<file path="src/hdl/keyed_burst_circuit_breaker_macros.svh">
// assertion helpers, clocked on clk_i and disabled in reset
`ifndef KEYED_BURST_CIRCUIT_BREAKER_MACROS_SVH
`define KEYED_BURST_CIRCUIT_BREAKER_MACROS_SVH

// same-cycle implication
`define KBCB_ASSERT_IMP(lbl, ante, cons, msg) \
  lbl: assert property (@(posedge clk_i) disable iff (!rst_ni) (ante) |-> (cons)) \
    else $error(msg);

// next-cycle implication
`define KBCB_ASSERT_NXT(lbl, ante, cons, msg) \
  lbl: assert property (@(posedge clk_i) disable iff (!rst_ni) (ante) |=> (cons)) \
    else $error(msg);

`endif

</file>
<file path="src/hdl/kbcb_pkg.sv">
package kbcb_pkg;

  localparam int FLOW_ENTRIES = 64;
  localparam int IDX_W = (FLOW_ENTRIES > 1) ? $clog2(FLOW_ENTRIES) : 1;
  localparam int CNT_W = $clog2(FLOW_ENTRIES + 1);

  localparam int CFG_IDX_W = 2;
  localparam logic [CFG_IDX_W-1:0] CFG_BURST_WINDOW = 2'd0;
  localparam logic [CFG_IDX_W-1:0] CFG_BURST_LIMIT  = 2'd1;
  localparam logic [CFG_IDX_W-1:0] CFG_QUIET_RESET  = 2'd2;

  typedef struct packed {
    logic start;
    logic next;
    logic take_found;
    logic take_new;
    logic eval;
    logic commit;
    logic emit_full;
  } cmd_t;

  typedef struct packed {
    logic key_match;
    logic last;
    logic empty;
    logic full;
    logic out_free;
    logic slot_new;
  } sts_t;

endpackage

</file>
<file path="src/hdl/kbcb_ctrl.sv">
module kbcb_ctrl (
  input  logic           clk_i,
  input  logic           rst_ni,
  input  logic           req_valid_i,
  output logic           req_ready_o,
  input  kbcb_pkg::sts_t sts_i,
  output kbcb_pkg::cmd_t cmd_o
);

  localparam logic [2:0] S_IDLE   = 3'd0;
  localparam logic [2:0] S_SEARCH = 3'd1;
  localparam logic [2:0] S_FETCH  = 3'd2;
  localparam logic [2:0] S_EVAL   = 3'd3;
  localparam logic [2:0] S_EMIT   = 3'd4;
  localparam logic [2:0] S_FULL   = 3'd5;

  logic [2:0] state_q, state_d;

  always_ff @(posedge clk_i or negedge rst_ni) begin
    if (!rst_ni) begin
      state_q <= S_IDLE;
    end else begin
      state_q <= state_d;
    end
  end

  always_comb begin
    state_d     = state_q;
    cmd_o       = '0;
    req_ready_o = 1'b0;
    case (state_q)
      S_IDLE: begin
        req_ready_o = 1'b1;
        if (req_valid_i) begin
          cmd_o.start = 1'b1;
          if (sts_i.empty) begin
            cmd_o.take_new = 1'b1;
            state_d        = S_FETCH;
          end else begin
            state_d = S_SEARCH;
          end
        end
      end
      S_SEARCH: begin
        if (sts_i.key_match) begin
          cmd_o.take_found = 1'b1;
          state_d          = S_FETCH;
        end else if (sts_i.last) begin
          if (sts_i.full) begin
            state_d = S_FULL;
          end else begin
            cmd_o.take_new = 1'b1;
            state_d        = S_FETCH;
          end
        end else begin
          cmd_o.next = 1'b1;
        end
      end
      S_FETCH: begin
        state_d = S_EVAL;
      end
      S_EVAL: begin
        cmd_o.eval = 1'b1;
        state_d    = S_EMIT;
      end
      S_EMIT: begin
        if (sts_i.out_free) begin
          cmd_o.commit = 1'b1;
          state_d      = S_IDLE;
        end
      end
      S_FULL: begin
        if (sts_i.out_free) begin
          cmd_o.emit_full = 1'b1;
          state_d         = S_IDLE;
        end
      end
      default: begin
        state_d = S_IDLE;
      end
    endcase
  end

endmodule

</file>
<file path="config.mk">
export PLATFORM = sky130hd
export DESIGN_NAME = kbcb_ctrl
export DESIGN_NICKNAME = d
export VERILOG_FILES = /design/src/hdl/keyed_burst_circuit_breaker_macros.svh /design/src/hdl/kbcb_pkg.sv /design/src/hdl/kbcb_ctrl.sv
export SDC_FILE = /design/constraint.sdc
export NUM_CORES = 1
export LEC_CHECK = 0
export BUFFER_PORTS_ARGS = -buffer_cell sky130_fd_sc_hd__buf_2
export CAP_MARGIN = 20
export CORE_AREA = 2 2 39 41
export CTS_BUF_LIST = sky130_fd_sc_hd__clkbuf_8
export DETAILED_ROUTE_END_ITERATION = 8
export DIE_AREA = 0 0 41 43
export GPL_TIMING_DRIVEN = 0
export HOLD_SLACK_MARGIN = 0.12
export MAX_ROUTING_LAYER = met4
export SETUP_SLACK_MARGIN = 0.15
export SLEW_MARGIN = 20
export SYNTH_ARGS = -nofsm -noshare
export SYNTH_HDL_FRONTEND = slang
export SYNTH_SLANG_ARGS = --single-unit
</file>
<file path="constraint.sdc">
create_clock -name clk_i -period 2.25 [get_ports clk_i]
set_clock_uncertainty 0.1 [all_clocks]
set_input_delay 0.1125 -clock clk_i [delete_from_list [all_inputs] [get_ports clk_i]]
set_output_delay 0.1125 -clock clk_i [all_outputs]
set_load 0.03 [all_outputs]
</file>
==> results.ini <==
[outcome]
outcome = finished clean

[final_layout]
regArea_um2 = 75.1
layout-area-overhead-vs-synth_pct = 62.1
drive_gt1_share_pct = 35.7
largest_reg_flops = 3
largestRegisters = state_q x3
diodes = 0
fillers = 149
top_register = state_q
utilization_pct = 30.2
layout.nets = 66
multiInputGateArea_um2 = 153

[power]
power_frac_seq_pct = 18.1
power_frac_clock_pct = 25.7
p_int_uw = 324
p_per_area_nw_per_um2 = 1410
power.switching_uw = 264
p_sw_share_pct = 44.9
pwr-share-comb_pct = 56.2
p_leak_nw = 0.222
ir_drop_uv = 447

[critical_path]
critPathKind = reg2out
r2r_slack_ns = 0.74
crit_fanout = 8
crit_slowest_cell = dfrtp_1
path_delay_family = simple AND/OR/NAND/NOR gates
path_buf_inv = 1
cp-end-kind = output port
slowest_delay_ns = 0.45
critical_path_arrival_ns = 1.46
start_kind = flop
crit_required_ns = 2.04
crit_chain = or3b_1 -> nor3_1 -> buf_2

[cts]
cts_inserted_buffers = 3
cts.sinks = 3
cts_tree = yes
root_buffer = clkbuf_8
clk_pin_slew_ns = 0.03
post_cts_buffers = 0
clkLatencyLatePin_ns = 0.21
htree_levels = 1
clk_path_buf_depth = 2
cts_resized = 0

[placed_design]
gp_congestion = 0.743
dp_hpwl_um = 478
io_buffers = 15

[sta]
finalSetupViolCount = 0
fmax_ghz = 0.598
worstMarginPinSlew_ns = 0.255
setup_tns_ns = 0
hold_viol = 0
fin_crit_sh_pct = 74.3
rsz0062_at_grt = no
period_needed_ns = 1.67
maxSlewViolCount = 0
maxSlewHeadroom_pct = 82.8

[synthesis]
synthSimpleGateAreaFrac_pct = 38.8
synth_cells = 35
synth-adder-area-share_pct = 0
ys_ff_latch = 3
synth_cell_types = 18
syn_area_um2 = 258
muxShareOfSynthArea_pct = 0
yosys_warnings = 0
synth_compound_area_share_pct = 20.4
syn_area_per_cell_um2 = 7.36
yosys.area_share.xor_xnor_pct = 0
synth_fp_nets = 44
synth_top_family_by_area = simple AND/OR/NAND/NOR gates
seq_area_frac_synth_pct = 29.1

[global_routing]
antenna_found_initial = 0
grt_pass1_wl_um = 945
grt_start_max_net_pins = 10
grt-ovfl-total = 0
grt_util_all_layers_pct = 8.68
grt_pass1_vias = 240

[floorplan]
core_area_um2 = 1380
die_w_um = 41
chipHeight_um = 43
initial_core_util_pct = 18.6
ioPinCount = 17
dieArea_um2 = 1760
fp-row-count = 14

[route]
post_drt_wl_per_cell_um = 8.68
postRouteWirelength_um = 625
viasPerCell = 4.26
drtIter0Drc = 2
drc = 0
ant_nets = 0
vias = 307
firstDrtPassIters = 3

[flow_run]
max_cap_viol_count = 0

[worst_hold_path]
hp-class = in2async

## power by group through the flow
stage | sequential, mW | combinational [mW] | clock, mW
floorplan | 0.0994 | 0.256 | 0
global placement | 0.106 | 0.327 | 0
detailed placement | 0.107 | 0.330 | 0
CTS | 0.106 | 0.334 | 0.154
global route | 0.110 | 0.364 | 0.159
finish | 0.107 | 0.330 | 0.151
## cell usage after synthesis
master    number  area share [%]
nor2_1         5             7.3
nor2b_1        4             9.7
dfrtp_1        3              29
inv_1          3             4.4
nand2_1        3             4.4
nor3_1         3             5.8
a31oi_1        2             4.9
o21ai_0        2             3.9
a21o_1         1             2.9
a21oi_1        1             1.9
and2_1         1             2.4
and3b_1        1             3.4
buf_4          1             2.9
buf_6          1             4.4
o311ai_1       1             3.4
o32ai_1        1             3.4
or3_1          1             2.4
or3b_1         1             3.4
## cells in the final DEF, fill, tap and decap left out, types with 2 or more instances in the layout
cell / synthesis / routed
dlygate4sd3_1: 0 / 2
nor3_1: 3 / 3
nor2b_1: 4 / 4
o21ai_0: 2 / 2
inv_1: 3 / 4
dfrtp_1: 3 / 3
nand2_1: 3 / 3
a31oi_1: 2 / 2
clkbuf_8: 0 / 3
nor2_1: 5 / 5
buf_2: 0 / 15
## final cells by class
cell class / count / share of cell area (%)
clock inverter: 1 / 0.898
timing repair buffer: 17 / 22.8
buffer: 2 / 4.49
inverter: 3 / 2.69
multi-input combinational: 27 / 36.5
tap: 16 / 4.79
clock buffer: 3 / 9.88
sequential: 3 / 18.0
## worst register-to-register path: stages (launching register included)
cell	delay, ns
dfrtp_1	0.45
or3b_1	0.44
or3_1	0.31
o311ai_1	0.10
## worst paths after layout
path / startpoint / end / cells after the start
max in group asynchronous: rst_ni / state_q[2] / 2
max: state_q[2] / cmd_o[5] / 3
min: rst_ni / state_q[1] / 2
min reg2reg: state_q[2] / state_q[1] / 1
max reg2reg: state_q[2] / state_q[0] / 3
min in group clk_i: sts_i[5] / state_q[0] / 3
## cell families (layout without fill, tap and decap cells)
group / after synthesis / count (layout)
AND/OR/NAND/NOR: 19 / 19
flip-flops: 3 / 3
buffers and inverters: 5 / 26
AO/OA/AOI/OAI: 8 / 8
## per-stage QoR
step / power [mW] / hold slack, ns / setup WS (ns) / std cells / area [um^2]
floorplan: 0.355 / -0.283 / 0.426 / 35 / 258
global placement: 0.434 / -0.190 / 0.752 / 66 / 353
detailed placement: 0.437 / -0.191 / 0.752 / 66 / 353
CTS: 0.595 / 0.124 / 0.581 / 72 / 418
global route: 0.632 / 0.144 / 0.511 / 72 / 418
finish: 0.588 / 0.120 / 0.579 / 72 / 418
## repair_timing
action                                  in CTS  in global routing
endpoints found under the hold margin        5                  0
hold buffers                                 2                  0
endpoints found under the setup margin       0                  0
## routing by layer
metal	GRT usage [%]	vias to the layer above	wire length (um)	part of all wire [%]
li1	-	163	-	-
met1	11.7	127	294	47
met3	4.71	2	65	10
met4	8.00	0	15	2.4
met2	8.44	15	249	40
met5	-	-	0	0
Note: power is estimated with default switching activity, not from simulation.
